--- src/tws_pkg.sv ---
// ----------------------------------------------------------------------------
// tws_pkg
// Shared types and constants of the task wait and semaphore engine.
// ----------------------------------------------------------------------------
`default_nettype none
package tws_pkg;
    localparam int TASK_SLOTS       = 16;
    localparam int SEM_SLOTS        = 32;
    localparam int TICKS_PER_SECOND = 1000;
    localparam int TW = $clog2(TASK_SLOTS);
    localparam int SW = $clog2(SEM_SLOTS);

    localparam logic [2:0] FUNC_TICK   = 3'd0;
    localparam logic [2:0] FUNC_CREATE = 3'd1;
    localparam logic [2:0] FUNC_TWAIT  = 3'd2;
    localparam logic [2:0] FUNC_SWAIT  = 3'd3;
    localparam logic [2:0] FUNC_SIGNAL = 3'd4;

    localparam logic [1:0] KIND_RUN   = 2'd0;
    localparam logic [1:0] KIND_SUM   = 2'd1;
    localparam logic [1:0] KIND_REPLY = 2'd2;

    localparam logic [1:0] ST_OK   = 2'd0;
    localparam logic [1:0] ST_FULL = 2'd1;
    localparam logic [1:0] ST_BAD  = 2'd2;
    localparam logic [1:0] ST_SAT  = 2'd3;

    localparam logic [1:0] EV_NONE    = 2'd0;
    localparam logic [1:0] EV_SIGNAL  = 2'd1;
    localparam logic [1:0] EV_TIMEOUT = 2'd2;

    localparam logic [2:0] COND_ABSENT = 3'd0;
    localparam logic [2:0] COND_READY  = 3'd1;
    localparam logic [2:0] COND_SEM    = 3'd2;
    localparam logic [2:0] COND_TMO    = 3'd4;

    typedef struct packed {
        logic [2:0]  func;
        logic [3:0]  task_req;
        logic [4:0]  sem;
        logic [15:0] amount;
        logic        set_count;
        logic [7:0]  preset_value;
    } t_cmd;

    typedef struct packed {
        logic [1:0]  kind;
        logic [3:0]  task_id;
        logic [1:0]  event_res;
        logic        granted;
        logic [1:0]  status;
        logic [15:0] tick_total;
        logic [15:0] ms_total;
        logic        last;
    } t_res;
endpackage
`default_nettype wire

--- src/tws_if.sv ---
// ----------------------------------------------------------------------------
// tws_cmd_if / tws_res_if
// Valid/ready channels for command and result words.
// ----------------------------------------------------------------------------
`default_nettype none
interface tws_cmd_if;
    logic          valid;
    logic          ready;
    tws_pkg::t_cmd data;
    modport source (output valid, output data, input ready);
    modport sink (input valid, input data, output ready);
endinterface

interface tws_res_if;
    logic          valid;
    logic          ready;
    tws_pkg::t_res data;
    modport source (output valid, output data, input ready);
    modport sink (input valid, input data, output ready);
endinterface
`default_nettype wire

--- src/tws_ms_conv.sv ---
// ----------------------------------------------------------------------------
// tws_ms_conv
// Converts the tick remainder to milliseconds with one shared multiplier:
// reciprocal estimates for the divisions, each fixed up by one compare.
// ----------------------------------------------------------------------------
`default_nettype none
module tws_ms_conv (
    input  wire logic        i_clk,
    input  wire logic        i_rst_n,
    input  wire logic        i_start,
    input  wire logic [15:0] i_rem,
    output logic             o_done,
    output logic [15:0]      o_ms,
    output logic [15:0]      o_rem
);
    import tws_pkg::*;
    // ms = floor(rem*1000/TPS); with r = rem*1000 mod TPS the new remainder
    // rem - floor(ms*TPS/1000) equals ceil(r/1000)
    localparam logic [16:0] TPS_K    = 17'(TICKS_PER_SECOND);
    localparam logic [16:0] MUL_MS   = 17'd1000;
    localparam logic [16:0] RCP_TPS  = 17'((64'd1 << 26) / 64'(TICKS_PER_SECOND));
    localparam logic [16:0] RCP_MS   = 17'((64'd1 << 17) / 64'd1000);
    localparam logic [16:0] ROUND_UP = 17'd999;

    localparam logic [2:0] P_IDLE  = 3'd0;
    localparam logic [2:0] P_SCALE = 3'd1;
    localparam logic [2:0] P_QEST  = 3'd2;
    localparam logic [2:0] P_BACK  = 3'd3;
    localparam logic [2:0] P_QFIX  = 3'd4;
    localparam logic [2:0] P_REST  = 3'd5;
    localparam logic [2:0] P_RFIX  = 3'd6;

    logic [2:0]  r_phase;
    logic [25:0] r_num;
    logic [15:0] r_q;
    logic [16:0] r_r;
    logic [15:0] r_rem;
    logic        r_done;
    logic [25:0] w_ma;
    logic [16:0] w_mb;
    logic [42:0] w_prod;

    // one shared multiplier, operands picked by phase
    always_comb begin
        case (r_phase)
            P_QEST: begin
                w_ma = r_num;     w_mb = RCP_TPS;
            end
            P_BACK: begin
                w_ma = 26'(r_q);  w_mb = TPS_K;
            end
            P_REST: begin
                w_ma = 26'(r_r);  w_mb = RCP_MS;
            end
            P_RFIX: begin
                w_ma = 26'(r_rem); w_mb = MUL_MS;
            end
            default: begin
                w_ma = r_num;     w_mb = MUL_MS;
            end
        endcase
    end
    assign w_prod = 43'(w_ma) * 43'(w_mb);

    always_ff @(posedge i_clk) begin
        if (!i_rst_n) begin
            r_phase <= P_IDLE;
            r_done  <= 1'b0;
            r_num   <= '0;
            r_q     <= '0;
            r_r     <= '0;
            r_rem   <= '0;
        end else begin
            r_done <= (r_phase == P_RFIX);
            case (r_phase)
                P_IDLE: begin
                    if (i_start) begin
                        r_num   <= {10'd0, i_rem};
                        r_phase <= P_SCALE;
                    end
                end
                P_SCALE: begin
                    r_num   <= w_prod[25:0];
                    r_phase <= P_QEST;
                end
                P_QEST: begin
                    // estimate is exact or one low
                    r_q     <= w_prod[41:26];
                    r_phase <= P_BACK;
                end
                P_BACK: begin
                    r_r     <= 17'(r_num - w_prod[25:0]);
                    r_phase <= P_QFIX;
                end
                P_QFIX: begin
                    if (r_r >= TPS_K) begin
                        r_q <= r_q + 16'd1;
                        r_r <= r_r - TPS_K + ROUND_UP;
                    end else begin
                        r_r <= r_r + ROUND_UP;
                    end
                    r_phase <= P_REST;
                end
                P_REST: begin
                    r_rem   <= w_prod[32:17];
                    r_phase <= P_RFIX;
                end
                P_RFIX: begin
                    if (17'(r_r - w_prod[16:0]) >= MUL_MS) r_rem <= r_rem + 16'd1;
                    r_phase <= P_IDLE;
                end
                default: r_phase <= P_IDLE;
            endcase
        end
    end

    assign o_done = r_done;
    assign o_ms   = r_q;
    assign o_rem  = r_rem;
endmodule
`default_nettype wire

--- src/tws_core.sv ---
// ----------------------------------------------------------------------------
// tws_core
// Sequencer over the task table and semaphore pool; tick scans tasks in turn.
// ----------------------------------------------------------------------------
`default_nettype none
module tws_core (
    input  wire logic   i_clk,
    input  wire logic   i_rst_n,
    input  wire logic   i_cfg_we,
    input  wire logic [5:0] i_cfg_wdata,
    tws_cmd_if.sink     cmd,
    tws_res_if.source   res
);
    import tws_pkg::*;
    localparam logic [2:0] S_IDLE = 3'd0;
    localparam logic [2:0] S_MS   = 3'd1;
    localparam logic [2:0] S_SCAN = 3'd2;
    localparam logic [2:0] S_OUT  = 3'd3;
    localparam logic [2:0] S_SUM  = 3'd4;

    logic [2:0]  r_state;
    t_cmd        r_cmd;
    logic [5:0]  r_fcs;
    logic [2:0]  r_cond [TASK_SLOTS];
    logic [SW-1:0] r_wsem [TASK_SLOTS];
    logic [15:0] r_timer [TASK_SLOTS];
    logic [1:0]  r_ev [TASK_SLOTS];
    logic [7:0]  r_cnt [SEM_SLOTS];
    logic [TW:0] r_created;
    logic [15:0] r_tsum, r_msum, r_trem;
    logic [TW:0] r_idx;
    logic        r_vld;
    t_res        r_res;
    logic        w_ms_start, w_ms_done;
    logic [15:0] w_ms, w_rem;

    function automatic t_res res_word(logic [1:0] k, logic [3:0] id, logic [1:0] ev,
                                      logic gr, logic [1:0] st, logic [15:0] tt,
                                      logic [15:0] mt, logic lst);
        t_res w;
        w.kind = k; w.task_id = id; w.event_res = ev; w.granted = gr;
        w.status = st; w.tick_total = tt; w.ms_total = mt; w.last = lst;
        return w;
    endfunction

    tws_ms_conv u_ms (
        .i_clk(i_clk), .i_rst_n(i_rst_n), .i_start(w_ms_start), .i_rem(r_trem),
        .o_done(w_ms_done), .o_ms(w_ms), .o_rem(w_rem)
    );

    assign cmd.ready = (r_state == S_IDLE) && !r_vld;
    assign res.valid = r_vld;
    assign res.data  = r_res;
    assign w_ms_start = (r_state == S_MS) && !r_vld && (r_idx == '0);

    logic        w_acc;
    assign w_acc = cmd.valid && cmd.ready;

    // scan element
    logic [TW-1:0] w_i;
    logic [2:0]    w_c;
    logic [1:0]    w_e;
    logic [15:0]   w_t;
    logic [SW-1:0] w_s;
    logic          w_dec;
    assign w_i = r_idx[TW-1:0];
    assign w_s = r_wsem[w_i];
    always_comb begin
        w_c = r_cond[w_i]; w_e = r_ev[w_i]; w_t = r_timer[w_i]; w_dec = 1'b0;
        if (w_c[1] && r_cnt[w_s] != 8'd0) begin
            w_dec = ({1'b0, w_s} >= r_fcs);
            w_e = EV_SIGNAL; w_c = COND_READY;
        end
        if (w_c[2] && w_t != 16'd0) begin
            if (w_t <= r_cmd.amount) begin
                w_t = '0; w_e = EV_TIMEOUT; w_c = COND_READY;
            end else begin
                w_t = w_t - r_cmd.amount;
            end
        end
    end

    logic w_alive;
    logic [TW-1:0] w_ti;
    logic [SW-1:0] w_cs;
    assign w_ti = cmd.data.task_req[TW-1:0];
    assign w_cs = cmd.data.sem[SW-1:0];
    assign w_alive = r_cond[w_ti] != COND_ABSENT;

    always_ff @(posedge i_clk) begin
        if (!i_rst_n) begin
            r_state <= S_IDLE;
            r_vld <= 1'b0;
            r_fcs <= 6'd8;
            r_created <= '0;
            r_tsum <= '0; r_msum <= '0; r_trem <= '0;
            r_idx <= '0;
            for (int k = 0; k < TASK_SLOTS; k++) begin
                r_cond[k] <= COND_ABSENT; r_wsem[k] <= '0;
                r_timer[k] <= '0; r_ev[k] <= EV_NONE;
            end
            for (int k = 0; k < SEM_SLOTS; k++) r_cnt[k] <= '0;
        end else begin
            if (i_cfg_we) r_fcs <= i_cfg_wdata;
            if (r_vld && res.ready) r_vld <= 1'b0;
            case (r_state)
                S_IDLE: begin
                    if (w_acc) begin
                        r_cmd <= cmd.data;
                        r_vld <= (cmd.data.func != FUNC_TICK);
                        case (cmd.data.func)
                            FUNC_TICK: begin
                                r_tsum <= r_tsum + cmd.data.amount;
                                r_trem <= r_trem + cmd.data.amount;
                                r_idx <= '0;
                                r_state <= S_MS;
                            end
                            FUNC_CREATE: begin
                                if (r_created < (TW+1)'(TASK_SLOTS)) begin
                                    r_cond[r_created[TW-1:0]] <= COND_READY;
                                    r_timer[r_created[TW-1:0]] <= '0;
                                    r_ev[r_created[TW-1:0]] <= EV_NONE;
                                    r_created <= r_created + 1'b1;
                                    r_res <= res_word(KIND_REPLY, 4'(r_created), EV_NONE,
                                                      1'b1, ST_OK, 16'd0, 16'd0, 1'b1);
                                end else begin
                                    r_res <= res_word(KIND_REPLY, 4'd0, EV_NONE,
                                                      1'b0, ST_FULL, 16'd0, 16'd0, 1'b1);
                                end
                            end
                            FUNC_TWAIT: begin
                                r_res <= res_word(KIND_REPLY, cmd.data.task_req,
                                                  w_alive ? r_ev[w_ti] : EV_NONE,
                                                  1'b0, ST_OK, 16'd0, 16'd0, 1'b1);
                                if (w_alive) begin
                                    r_timer[w_ti] <= cmd.data.amount;
                                    r_cond[w_ti] <= COND_TMO;
                                end
                            end
                            FUNC_SWAIT: begin
                                r_res <= res_word(KIND_REPLY, cmd.data.task_req,
                                                  w_alive ? r_ev[w_ti] : EV_NONE,
                                                  w_alive && (r_cnt[w_cs] != 8'd0),
                                                  ST_OK, 16'd0, 16'd0, 1'b1);
                                if (w_alive) begin
                                    if (r_cnt[w_cs] != 8'd0) begin
                                        r_cnt[w_cs] <= r_cnt[w_cs] - 8'd1;
                                        r_cond[w_ti] <= COND_READY;
                                    end else begin
                                        r_wsem[w_ti] <= w_cs;
                                        if (cmd.data.amount != 16'd0) begin
                                            r_timer[w_ti] <= cmd.data.amount;
                                            r_cond[w_ti] <= COND_SEM | COND_TMO;
                                        end else begin
                                            r_cond[w_ti] <= COND_SEM;
                                        end
                                    end
                                end
                            end
                            FUNC_SIGNAL: begin
                                if (cmd.data.set_count) begin
                                    r_cnt[w_cs] <= cmd.data.preset_value;
                                    r_res <= res_word(KIND_REPLY, 4'd0, EV_NONE, 1'b0,
                                                      ST_OK, 16'd0, 16'd0, 1'b1);
                                end else if (r_cnt[w_cs] == 8'hFF) begin
                                    r_res <= res_word(KIND_REPLY, 4'd0, EV_NONE, 1'b0,
                                                      ST_SAT, 16'd0, 16'd0, 1'b1);
                                end else begin
                                    r_cnt[w_cs] <= r_cnt[w_cs] + 8'd1;
                                    r_res <= res_word(KIND_REPLY, 4'd0, EV_NONE, 1'b0,
                                                      ST_OK, 16'd0, 16'd0, 1'b1);
                                end
                            end
                            default: begin
                                r_res <= res_word(KIND_REPLY, 4'd0, EV_NONE, 1'b0,
                                                  ST_OK, 16'd0, 16'd0, 1'b1);
                            end
                        endcase
                    end
                end
                S_MS: begin
                    if (w_ms_done) begin
                        r_trem <= w_rem;
                        r_msum <= r_msum + w_ms;
                        r_idx <= '0;
                        r_state <= S_SCAN;
                    end else begin
                        r_idx <= {{TW{1'b0}}, 1'b1};
                    end
                end
                S_SCAN: begin
                    if (r_idx == (TW+1)'(TASK_SLOTS) || r_cond[w_i] == COND_ABSENT) begin
                        r_state <= S_SUM;
                    end else begin
                        r_cond[w_i] <= w_c; r_ev[w_i] <= w_e; r_timer[w_i] <= w_t;
                        if (w_dec) r_cnt[w_s] <= r_cnt[w_s] - 8'd1;
                        r_idx <= r_idx + 1'b1;
                        if (w_c == COND_READY) begin
                            r_res <= res_word(KIND_RUN, 4'(w_i), w_e, 1'b0, ST_OK,
                                              16'd0, 16'd0, 1'b0);
                            r_vld <= 1'b1;
                            r_state <= S_OUT;
                        end
                    end
                end
                S_OUT: begin
                    if (!r_vld || res.ready) r_state <= S_SCAN;
                end
                S_SUM: begin
                    if (!r_vld || res.ready) begin
                        r_res <= res_word(KIND_SUM, 4'd0, EV_NONE, 1'b0, ST_OK,
                                          r_tsum, r_msum, 1'b1);
                        r_vld <= 1'b1;
                        r_state <= S_IDLE;
                    end
                end
                default: r_state <= S_IDLE;
            endcase
        end
    end
endmodule
`default_nettype wire

--- src/task_wait_and_semaphore_engine_top.sv ---
// Create, wait and signal reply in the cycle after the command word is taken.
// Tick: the ms conversion runs on the shared multiplier, then the scan visits each
// created task in turn, pausing for each run word, then ends the scan and sends the
// summary word; stalls on the result channel hold the scan.
// One command at a time; the next is taken once the last word has left.
// Synchronous active-low reset empties the task table and clears all counts.
// ----------------------------------------------------------------------------
// task_wait_and_semaphore_engine_top
// Top level of the cooperative task kernel with semaphores.
// ----------------------------------------------------------------------------
`default_nettype none
module task_wait_and_semaphore_engine_top (
    input  wire logic       i_clk,
    input  wire logic       i_rst_n,
    input  wire logic       i_cfg_we,
    input  wire logic [5:0] i_cfg_wdata,
    tws_cmd_if.sink         i_cmd,
    tws_res_if.source       o_res
);
    import tws_pkg::*;
    tws_core u_core (
        .i_clk(i_clk), .i_rst_n(i_rst_n), .i_cfg_we(i_cfg_we),
        .i_cfg_wdata(i_cfg_wdata), .cmd(i_cmd), .res(o_res)
    );
endmodule
`default_nettype wire

--- src/flat_wrapper.sv ---
// flat-port wrapper written by rule: the top's interface ports become plain ports
module task_wait_and_semaphore_engine_top_flat import tws_pkg::*;
  (i_clk, i_rst_n, i_cfg_we, i_cfg_wdata, i_cmd_valid, i_cmd_data, i_cmd_ready, o_res_valid, o_res_data, o_res_ready);
  tws_cmd_if i_cmd_i ();
  tws_res_if o_res_i ();
  input  wire logic i_clk;
  input  wire logic i_rst_n;
  input  wire logic i_cfg_we;
  input  wire logic [5:0] i_cfg_wdata;
  input wire logic [$bits(i_cmd_i.valid)-1:0] i_cmd_valid;
  input wire logic [$bits(i_cmd_i.data)-1:0] i_cmd_data;
  output wire logic [$bits(i_cmd_i.ready)-1:0] i_cmd_ready;
  output wire logic [$bits(o_res_i.valid)-1:0] o_res_valid;
  output wire logic [$bits(o_res_i.data)-1:0] o_res_data;
  input wire logic [$bits(o_res_i.ready)-1:0] o_res_ready;
  assign i_cmd_i.valid = i_cmd_valid;
  assign i_cmd_i.data = i_cmd_data;
  assign i_cmd_ready = i_cmd_i.ready;
  assign o_res_valid = o_res_i.valid;
  assign o_res_data = o_res_i.data;
  assign o_res_i.ready = o_res_ready;
  task_wait_and_semaphore_engine_top u_core (.i_clk(i_clk), .i_rst_n(i_rst_n), .i_cfg_we(i_cfg_we), .i_cfg_wdata(i_cfg_wdata), .i_cmd(i_cmd_i), .o_res(o_res_i));
endmodule
--- config.mk ---
export PLATFORM = sky130hd
export DESIGN_NAME = task_wait_and_semaphore_engine_top_flat
export DESIGN_NICKNAME = d
export VERILOG_FILES = /design/src/tws_pkg.sv /design/src/tws_if.sv /design/src/tws_ms_conv.sv /design/src/tws_core.sv /design/src/task_wait_and_semaphore_engine_top.sv /design/src/flat_wrapper.sv
export SDC_FILE = /design/constraint.sdc
export NUM_CORES = 2
export LEC_CHECK = 0
export BUFFER_PORTS_ARGS = -buffer_cell sky130_fd_sc_hd__buf_4
export CAP_MARGIN = 20
export CORE_MARGIN = 2
export CORE_UTILIZATION = 55
export CTS_CLUSTER_DIAMETER = 80
export DETAILED_ROUTE_END_ITERATION = 6
export PLACE_DENSITY = 0.71
export SETUP_SLACK_MARGIN = 0.15
export SLEW_MARGIN = 20
export SYNTH_ARGS = -nofsm -noshare
export SYNTH_HDL_FRONTEND = slang
export SYNTH_SLANG_ARGS = --single-unit
export TNS_END_PERCENT = 1
--- constraint.sdc ---
create_clock -name i_clk -period 9.85 [get_ports i_clk]
set_clock_uncertainty 0.1 [all_clocks]
set_input_delay 0.985 -clock i_clk [delete_from_list [all_inputs] [get_ports i_clk]]
set_output_delay 0.985 -clock i_clk [all_outputs]
set_load 0.005 [all_outputs]
==> flow_summary.ini <==
[outcome]
status = complete, no violations

[route]
drtAntennaViolNets = 0
route.detailed.drc = 0
post_drt_wl_per_cell_um = 25.92
routed_via_density = 6.478
drt_first_pass_iters = 6
drt_iter0_markers = 5797
vias = 44459
wl_um = 177900

[final_layout]
nNetsFinal = 5929
area_delta_synth_final_pct = 8.876
diodes = 0
design_area_sq_um = 62660
drive_above_1_share_pct = 12.78

[logic_synthesis]
synth_commonest_cells = 868 x nor2_1, 732 x edfxtp_1, 483 x nand2_1
synth_simple_gate_area_share_pct = 15.65
syn-mean-instance-area_sq_um = 10.65
syn-cell-area_sq_um = 57550
synthTopCellsByArea = edfxtp_1 38%, mux4_2 8.8%, fa_1 7.4%
synth_compound_area_share_pct = 10.54
synth-seq-area-share_pct = 43.44
synth_mux_area_share_pct = 10.27
ys_ff_latch = 883
synth_enable_flop_cells = 732
yosysTopAreaCell = edfxtp_1
async_flop_share_pct = 0
synthFlopType = edfxtp_1
synthCells = 5405
synth_most_common_cell = nor2_1
synth_xor_xnor_area_share_pct = 1.661
synth_fa_ha_area_share_pct = 13.14
synth_top_area_share_pct = 38.19
synth_warnings = 0
synth_cell_types = 104
synth_top_family_by_area = simple AND/OR/NAND/NOR gates

[clock_network]
cts_buffers = 91
clkTransAtPathRegs_ns = 0.06
cts_buffer_depth = 3
cts-root-buf = clkbuf_16
htreeDepth = 3
hold_buffers = 0
cts.sinks = 883
insertion_delay_ns = 0.70
cts_tree = done

[worst_setup_path]
critical_path_class = flip-flop to flip-flop
cp.arrival_ns = 9.57
crit_slowest_cell = fa_1
start_kind = flip-flop
path_delay_family = adder cells
crit_required_ns = 10.27
cpPeakStageDelay_ns = 0.54
cp_common_cell = inv_1
critPathMaxFanout = 19
critPathBufInv = 8
endpoint_kind = flip-flop

[global_routing]
grt_max_degree = 74
grt.overflow.total = 0
grt_pass1_wl_um = 268200
grt.total_usage_pct = 33.17
grt_pass1_vias = 43033
antenna_found_initial = 6

[placed_design]
hpwl_um = 128100
port_buffers = 93
gp_congestion = 0.9942
placed_cell_area_sq_um = 59590

[sta]
period_needed_ns = 9.150
relSlewSlack_pct = 24.40
finalMaxSlewViolations = 0
worst_slew_pin_slew_ns = 1.130
fin_crit_sh_pct = 92.89
setup_viol = 0
hold_viol = 0
rsz0062_at_grt = yes
max_freq_mhz = 109.3

[die]
start_util_pct = 55.53
fp.dieW_um = 327.5
io_pins = 94
num_rows = 118
die_area_sq_um = 107200
core_sq_um = 103600
die_h_um = 327.5

[power_and_ir_drop]
p_switching_mw = 5.255
clock_power_share_pct = 25.8
seq_power_share_pct = 31.9
powerDensity_nw_per_um2 = 217.8
irDropWorstVdd_mv = 0.1989
pwr-share-comb_pct = 42.3
swShare_pct = 38.50
total_power_mw = 13.65
leakagePower_nw = 24.55
cellInternalPower_mw = 8.396

[hold_path]
hp-class = flip-flop to flip-flop

[flow_run]
drv_cap = 0
-- power groups by stage --
stage / clock (mW) / combinational (mW) / sequential [mW]
after global placement: 0 / 5.61 / 4.42
final: 3.52 / 5.77 / 4.36
after floorplan: 0 / 4.02 / 4.34
after detailed placement: 0 / 5.67 / 4.43
after global routing: 3.66 / 6.38 / 4.37
after CTS: 3.53 / 5.73 / 4.35
-- layout make-up --
class,count,area [sq um]
repair buffers,234,1788
fillers,8429,40980
well taps,1380,1727
clock inverters,55,588.1
inverters,393,1478
multi-input cells,3803,29670
flip-flops and latches,883,25020
clock buffers,115,2399
-- routing by layer --
layer | share of wire, % | up-vias | wire length, um | global-route usage [%]
met2 | 46 | 2724 | 82380 | 52.49
met5 | 0.017 | - | 30 | 0
li1 | - | 19469 | - | -
met1 | 38 | 21812 | 67530 | 44.80
met3 | 11 | 450 | 19340 | 6.570
met4 | 4.8 | 4 | 8618 | 14.19
-- metrics by stage --
| stage | worst slack, ns | std cells | utilization, % | setup TNS (ns) | hold slack (ns) |
|---|---|---|---|---|---|
| after floorplan | 0.9516 | 5422 | - | 0 | 0.3382 |
| after global placement | -0.03571 | 6690 | 57.50 | -0.06282 | 0.3532 |
| final | 0.7000 | 6863 | 60.46 | 0 | 0.3745 |
| after CTS | 0.05988 | 6860 | 60.38 | 0 | 0.3757 |
| after detailed placement | -0.1141 | 6690 | 57.50 | -0.2188 | 0.3686 |
| after global routing | 0.1267 | 6863 | 60.46 | 0 | 0.3812 |
-- state kept, by name, summed over array words and instances, names as in the netlist, 6 cells and up, named ones only --
register,cells
u_core.u_core.r_cmd,16
u_core.u_core.r_cnt,256
u_core.u_core.r_cond,48
u_core.u_core.r_ev,32
u_core.u_core.r_fcs,6
u_core.u_core.r_msum,16
u_core.u_core.r_timer,256
u_core.u_core.r_trem,16
u_core.u_core.r_tsum,16
u_core.u_core.r_wsem,80
u_core.u_core.res.data,44
u_core.u_core.u_ms.o_ms,16
u_core.u_core.u_ms.o_rem,16
u_core.u_core.u_ms.r_num,26
u_core.u_core.u_ms.r_r,17
-- placed cells by master, fill, tap and decap left out, drive strengths merged, types with 14 or more instances in the layout --
cell and instances:
mux4 226, nand2 485, o22ai 17, nand4 26
o21bai 14, a221oi 41, nor4 47, o21a 19
nand3 137, fa 213, and3 92, a21boi 18
clkbuf 115, o211ai 17, o21ai 173, ha 262
a211oi 43, o31ai 15, and2 43, a32oi 21
a21o 48, or3 21, xor2 37, nor3 167
a31oi 25, xnor2 67, dfxtp 151, nor2b 39
edfxtp 732, o221ai 19, nand2b 42, clkinv 43
conb 19, nor2 871, buf 234, a21oi 261
mux2i 68, a22oi 36, inv 394
-- path summary, 6_finish.rpt --
kind	to	startpoint	cells past startpoint	slack, ns
setup / recovery	u_core.u_core.u_ms.o_rem[15]	u_core.u_core.u_ms.r_phase[0]	37	0.70
hold / removal	u_core.u_core.r_tsum[9]	u_core.u_core.r_tsum[9]	2	0.37
setup reg to reg	u_core.u_core.u_ms.o_rem[15]	u_core.u_core.u_ms.r_phase[0]	37	0.70
hold reg to reg	u_core.u_core.r_tsum[9]	u_core.u_core.r_tsum[9]	2	0.37
-- what timing repair did --
item | in CTS | in global routing
resized for setup | 2 | 10
cloned | 0 | 0
hold endpoints to repair | 0 | 0
pin swaps | 0 | 1
setup buffers | 0 | 1
endpoints found under the setup margin | 17 | 23
-- logic make-up after synthesis --
logic type / Yosys count
simple gates: 2021
flops: 883
compound gates: 875
buf+inv: 736
fa+ha+maj: 477
mux: 305
xor+xnor: 106
other cells: 2
-- worst register-to-register path, delay by kind of cell, from the launching register on --
| family | cells | cell delay [ns] |
|---|---|---|
| fa+ha+maj | 9 | 3.41 |
| simple gates | 10 | 1.95 |
| compound gates | 8 | 1.72 |
| buf+inv | 8 | 0.90 |
| flops | 1 | 0.51 |
| mux | 1 | 0.22 |
| xor+xnor | 1 | 0.21 |
Note: power is estimated with default switching activity, not from simulation.
